==> src/sv/pulse_train_bit_decoder_assert.svh <==
// Assertion macros shared by the decoder modules.
// Each macro expands to a concurrent assertion in simulation and to nothing
// in synthesis.
`ifndef PULSE_TRAIN_BIT_DECODER_ASSERT_SVH
`define PULSE_TRAIN_BIT_DECODER_ASSERT_SVH
`ifndef SYNTHESIS
// General property, checked on every clock edge outside reset
`define PTBD_ASSERT(label, clk, rst_n, prop, msg) \
    label: assert property (@(posedge clk) disable iff (!rst_n) prop) else $error(msg);
// Same-cycle implication from a condition to a consequence
`define PTBD_ASSERT_IMPL(label, clk, rst_n, cond, conseq, msg) \
    label: assert property (@(posedge clk) disable iff (!rst_n) (cond) |-> (conseq)) \
        else $error(msg);
`else
`define PTBD_ASSERT(label, clk, rst_n, prop, msg)
`define PTBD_ASSERT_IMPL(label, clk, rst_n, cond, conseq, msg)
`endif
`endif

==> src/sv/ptbd_pkg.sv <==
package ptbd_pkg;

    // Default store capacity in bytes
    localparam int MAX_BYTES_DEF = 32;

    // Field widths
    localparam int CNT_W     = 10;
    localparam int BYTE_W    = 8;
    localparam int LEN_OUT_W = 6;
    localparam int BIT_IDX_W = 4;
    localparam int CFG_IDX_W = 2;

    // Data bits per word, parity bit follows
    localparam logic [BIT_IDX_W-1:0] WORD_BITS = 4'd8;

    // Configuration register indexes
    localparam logic [CFG_IDX_W-1:0] CFG_MIN_PULSE = 2'd0;
    localparam logic [CFG_IDX_W-1:0] CFG_START_MIN = 2'd1;

    // Configuration reset values
    localparam logic [CNT_W-1:0] RST_MIN_PULSE = 10'd5;
    localparam logic [CNT_W-1:0] RST_START_MIN = 10'd45;

    // Divide by five as multiply by 3277 / 2**14, exact for values below 2048
    localparam int          DIV5_PROD_W = 23;
    localparam logic [11:0] DIV5_MUL    = 12'd3277;
    localparam int          DIV5_SHIFT  = 14;

    // Command queue depth between front and back
    localparam int QUEUE_DEPTH = 2;

    typedef enum logic {
        BK_IDLE,
        BK_DRAIN
    } t_back_state;

    // Odd parity bit of a data byte
    function automatic logic odd_parity(input logic [BYTE_W-1:0] v);
        return ~(^v);
    endfunction

endpackage

==> src/sv/pulse_train_bit_decoder.sv <==
// Pulse train bit decoder. Each input transaction reports either the end of
// one carrier pulse train (mode 0, with its pulse count) or a stream timeout
// (mode 1). Bit events are accepted back to back; the decoder keeps one word
// in flight and writes each completed byte into a MAX_BYTES-entry store. A
// stream end queues a drain command, and the back end then reads the store
// through its single read port and delivers one result per cycle while the
// output is not stalled, passing each byte through a read stage and an
// output register. While a drain command is queued or still has reads to
// issue, a bit event that would complete a word is held, and a stream end is
// held while the two-entry command queue is full. The store needs no
// clearing after reset; only bytes of the current message are ever read.
// Configuration writes are always taken.
module pulse_train_bit_decoder #(
    parameter int MAX_BYTES = ptbd_pkg::MAX_BYTES_DEF
) (
    input  logic                           i_clk,
    input  logic                           i_rst_n,
    // configuration write channel
    input  logic                           i_cfg_valid,
    output logic                           o_cfg_ready,
    input  logic [ptbd_pkg::CFG_IDX_W-1:0] i_cfg_index,
    input  logic [ptbd_pkg::CNT_W-1:0]     i_cfg_data,
    // event input
    input  logic                           i_in_valid,
    output logic                           o_in_stall,
    input  logic                           i_mode,
    input  logic [ptbd_pkg::CNT_W-1:0]     i_pulse_count,
    // result output
    output logic                           o_out_valid,
    input  logic                           i_out_stall,
    output logic [ptbd_pkg::BYTE_W-1:0]    o_byte_value,
    output logic                           o_last_byte,
    output logic [ptbd_pkg::LEN_OUT_W-1:0] o_message_length,
    output logic                           o_parity_ok
);

    localparam int IDX_W = $clog2(MAX_BYTES);
    localparam int LEN_W = $clog2(MAX_BYTES + 1);

    logic                        back_busy;
    logic                        q_full;
    logic                        q_push;
    logic [LEN_W:0]              q_wdata;
    logic                        q_valid;
    logic                        q_pop;
    logic [LEN_W:0]              q_rdata;
    logic                        wr_en;
    logic [IDX_W-1:0]            wr_addr;
    logic [ptbd_pkg::BYTE_W-1:0] wr_data;
    logic                        rd_en;
    logic [IDX_W-1:0]            rd_addr;
    logic [ptbd_pkg::BYTE_W-1:0] rd_data;

    assign o_cfg_ready = 1'b1;

    ptbd_front #(
        .MAX_BYTES (MAX_BYTES),
        .IDX_W     (IDX_W),
        .LEN_W     (LEN_W)
    ) u_front (
        .i_clk         (i_clk),
        .i_rst_n       (i_rst_n),
        .i_cfg_valid   (i_cfg_valid),
        .i_cfg_index   (i_cfg_index),
        .i_cfg_data    (i_cfg_data),
        .i_in_valid    (i_in_valid),
        .o_in_stall    (o_in_stall),
        .i_mode        (i_mode),
        .i_pulse_count (i_pulse_count),
        .i_back_busy   (back_busy),
        .i_q_full      (q_full),
        .o_q_push      (q_push),
        .o_q_data      (q_wdata),
        .o_wr_en       (wr_en),
        .o_wr_addr     (wr_addr),
        .o_wr_data     (wr_data)
    );

    ptbd_queue #(
        .WIDTH (LEN_W + 1)
    ) u_queue (
        .i_clk   (i_clk),
        .i_rst_n (i_rst_n),
        .i_push  (q_push),
        .i_data  (q_wdata),
        .o_full  (q_full),
        .o_valid (q_valid),
        .i_pop   (q_pop),
        .o_data  (q_rdata)
    );

    ptbd_ram #(
        .WIDTH (ptbd_pkg::BYTE_W),
        .DEPTH (MAX_BYTES)
    ) u_store (
        .i_clk     (i_clk),
        .i_wr_en   (wr_en),
        .i_wr_addr (wr_addr),
        .i_wr_data (wr_data),
        .i_rd_en   (rd_en),
        .i_rd_addr (rd_addr),
        .o_rd_data (rd_data)
    );

    ptbd_back #(
        .MAX_BYTES (MAX_BYTES),
        .IDX_W     (IDX_W),
        .LEN_W     (LEN_W)
    ) u_back (
        .i_clk            (i_clk),
        .i_rst_n          (i_rst_n),
        .i_q_valid        (q_valid),
        .i_q_data         (q_rdata),
        .o_q_pop          (q_pop),
        .o_busy           (back_busy),
        .o_rd_en          (rd_en),
        .o_rd_addr        (rd_addr),
        .i_rd_data        (rd_data),
        .o_out_valid      (o_out_valid),
        .i_out_stall      (i_out_stall),
        .o_byte_value     (o_byte_value),
        .o_last_byte      (o_last_byte),
        .o_message_length (o_message_length),
        .o_parity_ok      (o_parity_ok)
    );

endmodule

==> src/sv/ptbd_ram.sv <==
module ptbd_ram #(
    parameter int WIDTH = 8,
    parameter int DEPTH = 32
) (
    input  logic                     i_clk,
    input  logic                     i_wr_en,
    input  logic [$clog2(DEPTH)-1:0] i_wr_addr,
    input  logic [WIDTH-1:0]         i_wr_data,
    input  logic                     i_rd_en,
    input  logic [$clog2(DEPTH)-1:0] i_rd_addr,
    output logic [WIDTH-1:0]         o_rd_data
);

    logic [WIDTH-1:0] r_mem [DEPTH];
    logic [WIDTH-1:0] r_rd_data;

    // Write port and registered read port
    always_ff @(posedge i_clk) begin
        if (i_wr_en) begin
            r_mem[i_wr_addr] <= i_wr_data;
        end
        if (i_rd_en) begin
            r_rd_data <= r_mem[i_rd_addr];
        end
    end

    assign o_rd_data = r_rd_data;

endmodule

==> src/sv/ptbd_queue.sv <==
module ptbd_queue #(
    parameter int WIDTH = 8
) (
    input  logic             i_clk,
    input  logic             i_rst_n,
    input  logic             i_push,
    input  logic [WIDTH-1:0] i_data,
    output logic             o_full,
    output logic             o_valid,
    input  logic             i_pop,
    output logic [WIDTH-1:0] o_data
);

    localparam int DEPTH = ptbd_pkg::QUEUE_DEPTH;
    localparam int PTR_W = (DEPTH > 1) ? $clog2(DEPTH) : 1;
    localparam int CNT_W = $clog2(DEPTH + 1);

    logic [WIDTH-1:0] r_mem [DEPTH];
    logic [PTR_W-1:0] r_wp;
    logic [PTR_W-1:0] r_rp;
    logic [CNT_W-1:0] r_cnt;
    logic             do_push;
    logic             do_pop;

    assign o_full  = (r_cnt == CNT_W'(DEPTH));
    assign o_valid = (r_cnt != '0);
    assign o_data  = r_mem[r_rp];
    assign do_push = i_push && !o_full;
    assign do_pop  = i_pop && o_valid;

    // Hold queued commands
    always_ff @(posedge i_clk) begin
        if (do_push) begin
            r_mem[r_wp] <= i_data;
        end
    end

    // Advance pointers and fill count
    always_ff @(posedge i_clk) begin
        if (!i_rst_n) begin
            r_wp  <= '0;
            r_rp  <= '0;
            r_cnt <= '0;
        end else begin
            if (do_push) begin
                r_wp <= (r_wp == PTR_W'(DEPTH - 1)) ? '0 : r_wp + 1'b1;
            end
            if (do_pop) begin
                r_rp <= (r_rp == PTR_W'(DEPTH - 1)) ? '0 : r_rp + 1'b1;
            end
            if (do_push && !do_pop) begin
                r_cnt <= r_cnt + 1'b1;
            end else if (do_pop && !do_push) begin
                r_cnt <= r_cnt - 1'b1;
            end
        end
    end

endmodule

==> src/sv/ptbd_front.sv <==
`include "pulse_train_bit_decoder_assert.svh"

module ptbd_front #(
    parameter int MAX_BYTES = ptbd_pkg::MAX_BYTES_DEF,
    parameter int IDX_W     = $clog2(MAX_BYTES),
    parameter int LEN_W     = $clog2(MAX_BYTES + 1)
) (
    input  logic                           i_clk,
    input  logic                           i_rst_n,
    // configuration
    input  logic                           i_cfg_valid,
    input  logic [ptbd_pkg::CFG_IDX_W-1:0] i_cfg_index,
    input  logic [ptbd_pkg::CNT_W-1:0]     i_cfg_data,
    // event input
    input  logic                           i_in_valid,
    output logic                           o_in_stall,
    input  logic                           i_mode,
    input  logic [ptbd_pkg::CNT_W-1:0]     i_pulse_count,
    // drain command queue
    input  logic                           i_back_busy,
    input  logic                           i_q_full,
    output logic                           o_q_push,
    output logic [LEN_W:0]                 o_q_data,
    // byte store write
    output logic                           o_wr_en,
    output logic [IDX_W-1:0]               o_wr_addr,
    output logic [ptbd_pkg::BYTE_W-1:0]    o_wr_data
);

    logic [ptbd_pkg::CNT_W-1:0]     r_min_pulse;
    logic [ptbd_pkg::CNT_W-1:0]     r_start_min;
    logic [ptbd_pkg::BIT_IDX_W-1:0] r_bit_idx;
    logic [ptbd_pkg::BIT_IDX_W-1:0] n_bit_idx;
    logic [LEN_W-1:0]               r_byte_idx;
    logic [LEN_W-1:0]               n_byte_idx;
    logic                           r_awaiting;
    logic                           n_awaiting;
    logic [ptbd_pkg::CNT_W-1:0]     r_thresh;
    logic [ptbd_pkg::CNT_W-1:0]     n_thresh;
    logic                           r_good;
    logic                           n_good;
    logic [ptbd_pkg::BYTE_W-1:0]    r_byte;
    logic [ptbd_pkg::BYTE_W-1:0]    n_byte;

    logic [LEN_W-1:0]                   eff_idx;
    logic                               pass;
    logic                               is_bit;
    logic                               parity_step;
    logic                               acc;
    logic                               bit_val;
    logic [ptbd_pkg::DIV5_PROD_W-1:0]   thr_prod;

    // Wrap the word index once the store is full
    assign eff_idx = (r_byte_idx >= LEN_W'(MAX_BYTES)) ? '0 : r_byte_idx;

    // Classify the event
    assign pass = (i_pulse_count >= r_min_pulse)
               && !(r_awaiting && (i_pulse_count < r_start_min));
    assign is_bit      = !i_mode && pass && !r_awaiting;
    assign parity_step = is_bit && (r_bit_idx == ptbd_pkg::WORD_BITS);
    assign bit_val     = (i_pulse_count < r_thresh);

    // Hold a word completion while the back end has a drain queued or still
    // reads the store, and a stream end while the queue is full
    assign o_in_stall = (parity_step && i_back_busy) || (i_mode && i_q_full);
    assign acc        = i_in_valid && !o_in_stall;

    // Threshold of two fifths of the start bit count
    assign thr_prod = ptbd_pkg::DIV5_PROD_W'({i_pulse_count, 1'b0})
                    * ptbd_pkg::DIV5_PROD_W'(ptbd_pkg::DIV5_MUL);

    // Store write and drain command
    assign o_wr_en   = acc && parity_step;
    assign o_wr_addr = eff_idx[IDX_W-1:0];
    assign o_wr_data = r_byte;
    assign o_q_push  = acc && i_mode && (r_byte_idx != '0);
    assign o_q_data  = {r_good, r_byte_idx};

    // Next decoder state
    always_comb begin
        n_bit_idx  = r_bit_idx;
        n_byte_idx = r_byte_idx;
        n_awaiting = r_awaiting;
        n_thresh   = r_thresh;
        n_good     = r_good;
        n_byte     = r_byte;
        if (acc) begin
            if (i_mode) begin
                n_bit_idx  = '0;
                n_byte_idx = '0;
                n_awaiting = 1'b1;
                n_thresh   = '0;
                n_good     = 1'b1;
            end else begin
                n_byte_idx = eff_idx;
                if (pass) begin
                    if (r_awaiting) begin
                        n_thresh   = ptbd_pkg::CNT_W'(thr_prod >> ptbd_pkg::DIV5_SHIFT);
                        n_awaiting = 1'b0;
                    end else if (parity_step) begin
                        if (ptbd_pkg::odd_parity(r_byte) != bit_val) begin
                            n_good = 1'b0;
                        end
                        n_bit_idx  = '0;
                        n_byte_idx = eff_idx + 1'b1;
                    end else begin
                        if (r_bit_idx == '0) begin
                            n_byte = '0;
                        end
                        n_byte[r_bit_idx[2:0]] = bit_val;
                        n_bit_idx = r_bit_idx + 1'b1;
                    end
                end
            end
        end
    end

    // Decoder state and configuration registers
    always_ff @(posedge i_clk) begin
        if (!i_rst_n) begin
            r_min_pulse <= ptbd_pkg::RST_MIN_PULSE;
            r_start_min <= ptbd_pkg::RST_START_MIN;
            r_bit_idx   <= '0;
            r_byte_idx  <= '0;
            r_awaiting  <= 1'b1;
            r_thresh    <= '0;
            r_good      <= 1'b1;
        end else begin
            if (i_cfg_valid) begin
                case (i_cfg_index)
                    ptbd_pkg::CFG_MIN_PULSE: r_min_pulse <= i_cfg_data;
                    ptbd_pkg::CFG_START_MIN: r_start_min <= i_cfg_data;
                    default: ;
                endcase
            end
            r_bit_idx  <= n_bit_idx;
            r_byte_idx <= n_byte_idx;
            r_awaiting <= n_awaiting;
            r_thresh   <= n_thresh;
            r_good     <= n_good;
        end
    end

    // Word being assembled
    always_ff @(posedge i_clk) begin
        r_byte <= n_byte;
    end

    `PTBD_ASSERT_IMPL(a_no_write_during_drain, i_clk, i_rst_n, o_wr_en, !i_back_busy, "store written while drain pending")
    `PTBD_ASSERT(a_end_clears, i_clk, i_rst_n, acc && i_mode |=> r_awaiting && (r_bit_idx == '0) && (r_byte_idx == '0), "stream end did not clear decoder")

endmodule

==> src/sv/ptbd_back.sv <==
`include "pulse_train_bit_decoder_assert.svh"

module ptbd_back #(
    parameter int MAX_BYTES = ptbd_pkg::MAX_BYTES_DEF,
    parameter int IDX_W     = $clog2(MAX_BYTES),
    parameter int LEN_W     = $clog2(MAX_BYTES + 1)
) (
    input  logic                           i_clk,
    input  logic                           i_rst_n,
    // drain command queue
    input  logic                           i_q_valid,
    input  logic [LEN_W:0]                 i_q_data,
    output logic                           o_q_pop,
    output logic                           o_busy,
    // byte store read
    output logic                           o_rd_en,
    output logic [IDX_W-1:0]               o_rd_addr,
    input  logic [ptbd_pkg::BYTE_W-1:0]    i_rd_data,
    // result output
    output logic                           o_out_valid,
    input  logic                           i_out_stall,
    output logic [ptbd_pkg::BYTE_W-1:0]    o_byte_value,
    output logic                           o_last_byte,
    output logic [ptbd_pkg::LEN_OUT_W-1:0] o_message_length,
    output logic                           o_parity_ok
);

    ptbd_pkg::t_back_state r_state;
    ptbd_pkg::t_back_state n_state;
    logic [LEN_W-1:0]      r_ptr;
    logic [LEN_W-1:0]      n_ptr;
    logic [LEN_W-1:0]      r_len;
    logic [LEN_W-1:0]      n_len;
    logic                  r_good;
    logic                  n_good;

    // read stage, data sits in the RAM output register
    logic                  r_s1_v;
    logic                  r_s1_last;
    logic [LEN_W-1:0]      r_s1_len;
    logic                  r_s1_good;

    // output register
    logic                           r_out_v;
    logic [ptbd_pkg::BYTE_W-1:0]    r_out_byte;
    logic                           r_out_last;
    logic [ptbd_pkg::LEN_OUT_W-1:0] r_out_len;
    logic                           r_out_good;

    logic out_free;
    logic s1_move;
    logic last_rd;

    assign out_free = !r_out_v || !i_out_stall;
    assign s1_move  = r_s1_v && out_free;
    assign o_rd_en  = (r_state == ptbd_pkg::BK_DRAIN) && (!r_s1_v || s1_move);
    assign o_rd_addr = r_ptr[IDX_W-1:0];
    assign last_rd  = (r_ptr + 1'b1 == r_len);
    assign o_busy   = i_q_valid || (r_state == ptbd_pkg::BK_DRAIN);

    // Sequencer state register
    always_ff @(posedge i_clk) begin
        if (!i_rst_n) begin
            r_state <= ptbd_pkg::BK_IDLE;
        end else begin
            r_state <= n_state;
        end
    end

    // Pop a command, then issue one store read per free slot
    always_comb begin
        n_state = r_state;
        n_ptr   = r_ptr;
        n_len   = r_len;
        n_good  = r_good;
        o_q_pop = 1'b0;
        case (r_state)
            ptbd_pkg::BK_IDLE: begin
                if (i_q_valid) begin
                    o_q_pop = 1'b1;
                    n_len   = i_q_data[LEN_W-1:0];
                    n_good  = i_q_data[LEN_W];
                    n_ptr   = '0;
                    n_state = ptbd_pkg::BK_DRAIN;
                end
            end
            ptbd_pkg::BK_DRAIN: begin
                if (o_rd_en) begin
                    n_ptr = r_ptr + 1'b1;
                    if (last_rd) begin
                        n_state = ptbd_pkg::BK_IDLE;
                    end
                end
            end
            default: n_state = ptbd_pkg::BK_IDLE;
        endcase
    end

    // Message bookkeeping
    always_ff @(posedge i_clk) begin
        r_ptr  <= n_ptr;
        r_len  <= n_len;
        r_good <= n_good;
    end

    // Advance read stage and output register
    always_ff @(posedge i_clk) begin
        if (!i_rst_n) begin
            r_s1_v  <= 1'b0;
            r_out_v <= 1'b0;
        end else begin
            if (o_rd_en) begin
                r_s1_v <= 1'b1;
            end else if (s1_move) begin
                r_s1_v <= 1'b0;
            end
            if (s1_move) begin
                r_out_v <= 1'b1;
            end else if (out_free) begin
                r_out_v <= 1'b0;
            end
        end
    end

    // Result payload
    always_ff @(posedge i_clk) begin
        if (o_rd_en) begin
            r_s1_last <= last_rd;
            r_s1_len  <= r_len;
            r_s1_good <= r_good;
        end
        if (s1_move) begin
            r_out_byte <= i_rd_data;
            r_out_last <= r_s1_last;
            r_out_len  <= ptbd_pkg::LEN_OUT_W'(r_s1_len);
            r_out_good <= r_s1_good;
        end
    end

    assign o_out_valid      = r_out_v;
    assign o_byte_value     = r_out_byte;
    assign o_last_byte      = r_out_last;
    assign o_message_length = r_out_len;
    assign o_parity_ok      = r_out_good;

    `PTBD_ASSERT_IMPL(a_pop_when_idle, i_clk, i_rst_n, o_q_pop, r_state == ptbd_pkg::BK_IDLE, "command popped during drain")
    `PTBD_ASSERT_IMPL(a_read_in_range, i_clk, i_rst_n, o_rd_en, r_ptr < r_len, "store read past message end")
    `PTBD_ASSERT(a_stage_moves, i_clk, i_rst_n, s1_move |=> r_out_v, "read data lost on way to output")

endmodule
==> config.mk <==
export PLATFORM = sky130hd
export DESIGN_NAME = pulse_train_bit_decoder
export DESIGN_NICKNAME = d
export VERILOG_FILES = /design/src/sv/ptbd_pkg.sv /design/src/sv/pulse_train_bit_decoder.sv /design/src/sv/ptbd_ram.sv /design/src/sv/ptbd_queue.sv /design/src/sv/ptbd_front.sv /design/src/sv/ptbd_back.sv
export VERILOG_INCLUDE_DIRS = /design/src /design/src/sv
export SDC_FILE = /design/constraint.sdc
export NUM_CORES = 1
export LEC_CHECK = 0
export BUFFER_PORTS_ARGS = -buffer_cell sky130_fd_sc_hd__buf_4
export CORE_MARGIN = 4
export CORE_UTILIZATION = 51
export CTS_BUF_LIST = sky130_fd_sc_hd__clkbuf_4
export DETAILED_ROUTE_END_ITERATION = 7
export PLACE_DENSITY = 0.7
export RECOVER_POWER = 25
export SLEW_MARGIN = 5
export SYNTH_ARGS = -nofsm -noshare
export SYNTH_HDL_FRONTEND = slang
export SYNTH_SLANG_ARGS = --single-unit
==> constraint.sdc <==
create_clock -name i_clk -period 4.7 [get_ports i_clk]
set_input_delay 0.47 -clock i_clk [delete_from_list [all_inputs] [get_ports i_clk]]
set_output_delay 0.47 -clock i_clk [all_outputs]
set_load 0.05 [all_outputs]
==> impl_metrics.tcl <==
set metrics [dict create \
    cp_data_required_time_ns 5.28 \
    syn_inst 1078 \
    avgRoutedWirePerCell_um 20.39 \
    dp_slack_ns -0.3830 \
    clock_sinks 371 \
    hp-start "i_mode" \
    finalPower_mw 9.498 \
    path_clk_slew_ns 0.06 \
    cpPeakStageDelay_ns 0.57 \
    hold_viol 0 \
    syn2layout_area_growth_pct 13.67 \
    violations "capacitance limit, slew limit" \
    syn-num-nets 1228 \
    ioPinCount 47 \
    synth_cell_types 72 \
    gp_congestion 0.8064 \
    period_needed_ns 4.396 \
    drt_wl_total_um 35450 \
    holdCritPathClass "in2reg" \
    die_area_mm2 0.03643 \
    cts_root_buf "clkbuf_4" \
    yosys_register_bits 371 \
    whs_path_depth 2 \
    crit_buf_inv 3 \
    drcViolationCount 0 \
    ys_seq_area_share_pct 62.50 \
    syn_area_per_cell_um2 15.82 \
    start_util_pct 52.03 \
    drtIter0Drc 838 \
    irDropWorstVdd_uv 464.0 \
    synth_edf_count 323 \
    rsz0062_at_grt "no" \
    leakagePower_nw 7.032 \
    ant_nets 0 \
    relSlewSlack_pct -42.56 \
    via_per_inst 5.577 \
    min_period_over_period_pct 93.53 \
    r2r-start "u_front.r_bit_idx[1]$_SDFFE_PN0P_" \
    die_h_um 190.9 \
    grt_first_pass_wirelength_um 55970 \
    maxSlewViolCount 20 \
    cts_made_buffers 90 \
    die_x_um 190.9 \
    p_int_mw 6.640 \
    grt.overflow.total 0 \
    coreArea_mm2 0.03278 \
    cts_tree "done" \
    worstPathMaxFanout 4 \
    clock_latency_ns 0.74 \
    holdPathEnd "u_front.r_bit_idx[1]$_SDFFE_PN0P_" \
    clkPwrFrac_pct 27.3 \
    first_global_vias 9734 \
    max_freq_ghz 0.2275 \
    combPwrFrac_pct 30.7 \
    dp_hpwl_um 23670 \
    p_seq_share_pct 42.0 \
    critPathLaunchType "input pin" \
    crit_family "adder cells" \
    rrSetupSlack_ns 1.20 \
    post_cts_buffers 0 \
    crit_path_frequent_cell "fa_1" \
    drv_cap 1 \
    status "finished, violations left" \
    grt_max_degree 68 \
    power.switching_mw 2.858 \
    drive_above_1_share_pct 26.54 \
    dr.pass1.iters 5 \
    synthArstFlopShare_pct 0 \
    worst_setup_path_end_kind "flop" \
    critical_path_class "in2reg" \
    arrival_ns 4.97 \
    nets 1387 \
    fin_skew_ns 0.09029 \
    reg2reg_to "u_store.r_mem[22][1]$_DFFE_PP_" \
    syn_area_mm2 0.01706 \
    track_usage_pct 20.16 \
    switching_share_pct 30.09 \
    htree_num_levels 3 \
    yosys_warnings 0 \
    antenna_found_initial 1 \
    slowest_stage "fa_1" \
    portBuffers 45 \
    tightest_slew_ns 2.134 \
    fp-row-count 66 \
    cp_cell_sequence "buf_4 -> ha_1 -> fa_1 -> fa_1 -> fa_1 -> inv_1 -> fa_1 -> inv_1 -> ha_1 -> nand4b_1 -> nor4_2 -> a2111o_1 -> a41o_1 -> xnor2_1 -> or4_1 -> a21oi_1" \
    r2r_cells 7 \
    detailroute.via_count 9698 \
    power_density_mw_per_mm2 489.9 \
    fin_ws_ns 0.3041 \
    synth_flop_cell "edfxtp_1" \
    finalSetupViolations 0 \
    clock_path_buffers 3 \
]
cells in the final DEF, fill, tap and decap left out, types with 7 or more instances in the layout:
cell type,count
a21oi_1,50
xor2_1,14
ha_1,96
inv_1,79
nor3_1,12
mux2_2,16
dlygate4sd3_1,11
nand4_1,8
nor2_1,71
edfxtp_1,323
nor2b_1,8
fa_1,26
nand3_1,18
clkbuf_4,129
buf_4,86
dfxtp_1,48
mux4_2,80
nand2_1,56
clkinv_1,14
xnor2_1,17
o211ai_1,7
o21ai_0,11
worst max path at each step:
stage,start,end,slack (ns),depth (start not counted)
global placement,i_pulse_count[4],u_front.r_thresh[2]$_SDFFE_PN0P_,-0.32,16
global route,i_pulse_count[8],u_front.r_thresh[2]$_SDFFE_PN0P_,0.17,18
floorplan,i_pulse_count[4],u_front.r_thresh[2]$_SDFFE_PN0P_,0.009,15
CTS,i_pulse_count[4],u_front.r_thresh[2]$_SDFFE_PN0P_,0.35,16
finish,i_pulse_count[4],u_front.r_thresh[2]$_SDFFE_PN0P_,0.30,16
detailed placement,i_pulse_count[4],u_front.r_thresh[2]$_SDFFE_PN0P_,-0.38,16
timing repair:
| item | in CTS | in global routing |
|---|---|---|
| resized for setup | 0 | 0 |
| endpoints found under the hold margin | 20 | 0 |
| hold buffers | 11 | 0 |
Yosys cell counts (3+ instances only):
library cell | instances | area [um2]
a21oi_2 | 3 | 26.28
nor3_1 | 12 | 60.06
nor2b_1 | 8 | 50.05
nand3_1 | 18 | 90.09
a31oi_1 | 3 | 18.77
nand2_1 | 56 | 210.2
inv_1 | 79 | 296.5
a21oi_1 | 50 | 250.2
a221oi_1 | 3 | 26.28
o211ai_1 | 7 | 52.55
nor2_1 | 71 | 266.5
a211oi_1 | 4 | 30.03
clkbuf_1 | 22 | 82.58
buf_2 | 6 | 30.03
buf_1 | 5 | 18.77
mux2_2 | 16 | 180.2
fa_1 | 26 | 520.5
or3_1 | 6 | 37.54
nand2b_1 | 6 | 37.54
xor2_1 | 14 | 122.6
buf_6 | 4 | 45.04
ha_1 | 96 | 1201
nand4_1 | 8 | 50.05
a32o_1 | 6 | 60.06
edfxtp_1 | 323 | 9699
or4_1 | 4 | 30.03
o21ai_0 | 11 | 55.05
mux2i_1 | 4 | 40.04
and3_1 | 5 | 31.28
mux4_2 | 80 | 1802
a21o_1 | 6 | 45.04
xnor2_1 | 17 | 148.9
and2_1 | 4 | 25.02
dfxtp_1 | 48 | 960.9
stage by stage:
| stage | TNS [ns] | hold slack [ns] | std cells | util (%) | instance area, um2 |
|---|---|---|---|---|---|
| 6_report | 0 | 0.1564 | 1739 | 59.14 | 19390 |
| 5_1_grt | 0 | 0.1107 | 1739 | 59.14 | 19390 |
| 4_1_cts | 0 | 0.02735 | 1737 | 59.19 | 19400 |
| 3_5_place_dp | -2.015 | 0.4054 | 1575 | 55.41 | 18170 |
| 3_3_place_gp | -1.692 | 0.4032 | 1575 | 55.41 | 18170 |
| 2_1_floorplan | 0 | 0.4003 | 1078 | - | 17060 |
per-layer routing:
| metal | vias to the layer above | share of wire (%) | track usage (%) |
|---|---|---|---|
| met5 | - | 0 | 0 |
| met4 | 0 | 1.3 | 5.304 |
| met3 | 31 | 8.1 | 4.083 |
| met2 | 371 | 46 | 30.11 |
| met1 | 4807 | 45 | 30.69 |
| li1 | 4489 | - | - |
power groups by stage:
stage | Clock (mW) | Sequential (mW) | Combinational (mW)
final | 2.59 | 3.99 | 2.92
after detailed placement | 0 | 4.07 | 2.94
after global placement | 0 | 4.06 | 2.90
after CTS | 2.66 | 4.00 | 2.96
after global routing | 2.87 | 4.02 | 3.20
after floorplan | 0 | 4.02 | 2.10
cell families (layout without fill, tap and decap cells):
kind of cell | after synthesis | count (layout) | share of synthesized area, %
DFF | 371 | 371 | 62.50
and+or+nand+nor | 219 | 219 | 6.412
adders and majority gates | 122 | 122 | 10.09
buffers and inverters | 120 | 338 | 2.905
AOI/OAI and AO/OA | 114 | 114 | 4.622
muxes | 100 | 100 | 11.85
xor gates and xnor gates | 31 | 31 | 1.592
other | 1 | 2 | 0.02199
layout make-up:
class                      count  area (um2)
fill                        2538       13400
sequential                   371       10660
multi-input combinational    587        5901
clock buffer                 129       968.4
timing repair buffer         106       838.3
tap                          442       553.0
inverter                      81       304.0
clock inverter                22       160.2
antenna                        1       2.502
state kept, by name, summed over array words and instances, names as in the netlist, 2 cells and up:
| name | flops |
|---|---|
| u_front.r_thresh | 9 |
| u_front.r_byte_idx | 6 |
| u_back.o_message_length | 6 |
| u_back.r_len | 6 |
| u_store.r_mem | 256 |
| u_queue.r_mem | 14 |
| u_queue.r_cnt | 2 |
| u_back.r_ptr | 6 |
| u_front.r_bit_idx | 4 |
| u_store.o_rd_data | 8 |
| u_front.r_start_min | 10 |
| u_back.o_byte_value | 8 |
| u_front.o_wr_data | 8 |
| u_back.r_s1_len | 6 |
| u_front.r_min_pulse | 10 |
worst register-to-register path: stages (launching register included):
cell,delay [ns]
dfxtp_1,0.40
inv_1,0.21
ha_1,0.20
nand4bb_1,0.33
a211oi_4,0.59
and3_2,0.29
nand2_1,0.34
nor2_1,0.76
(Power assumes the default switching activity.)
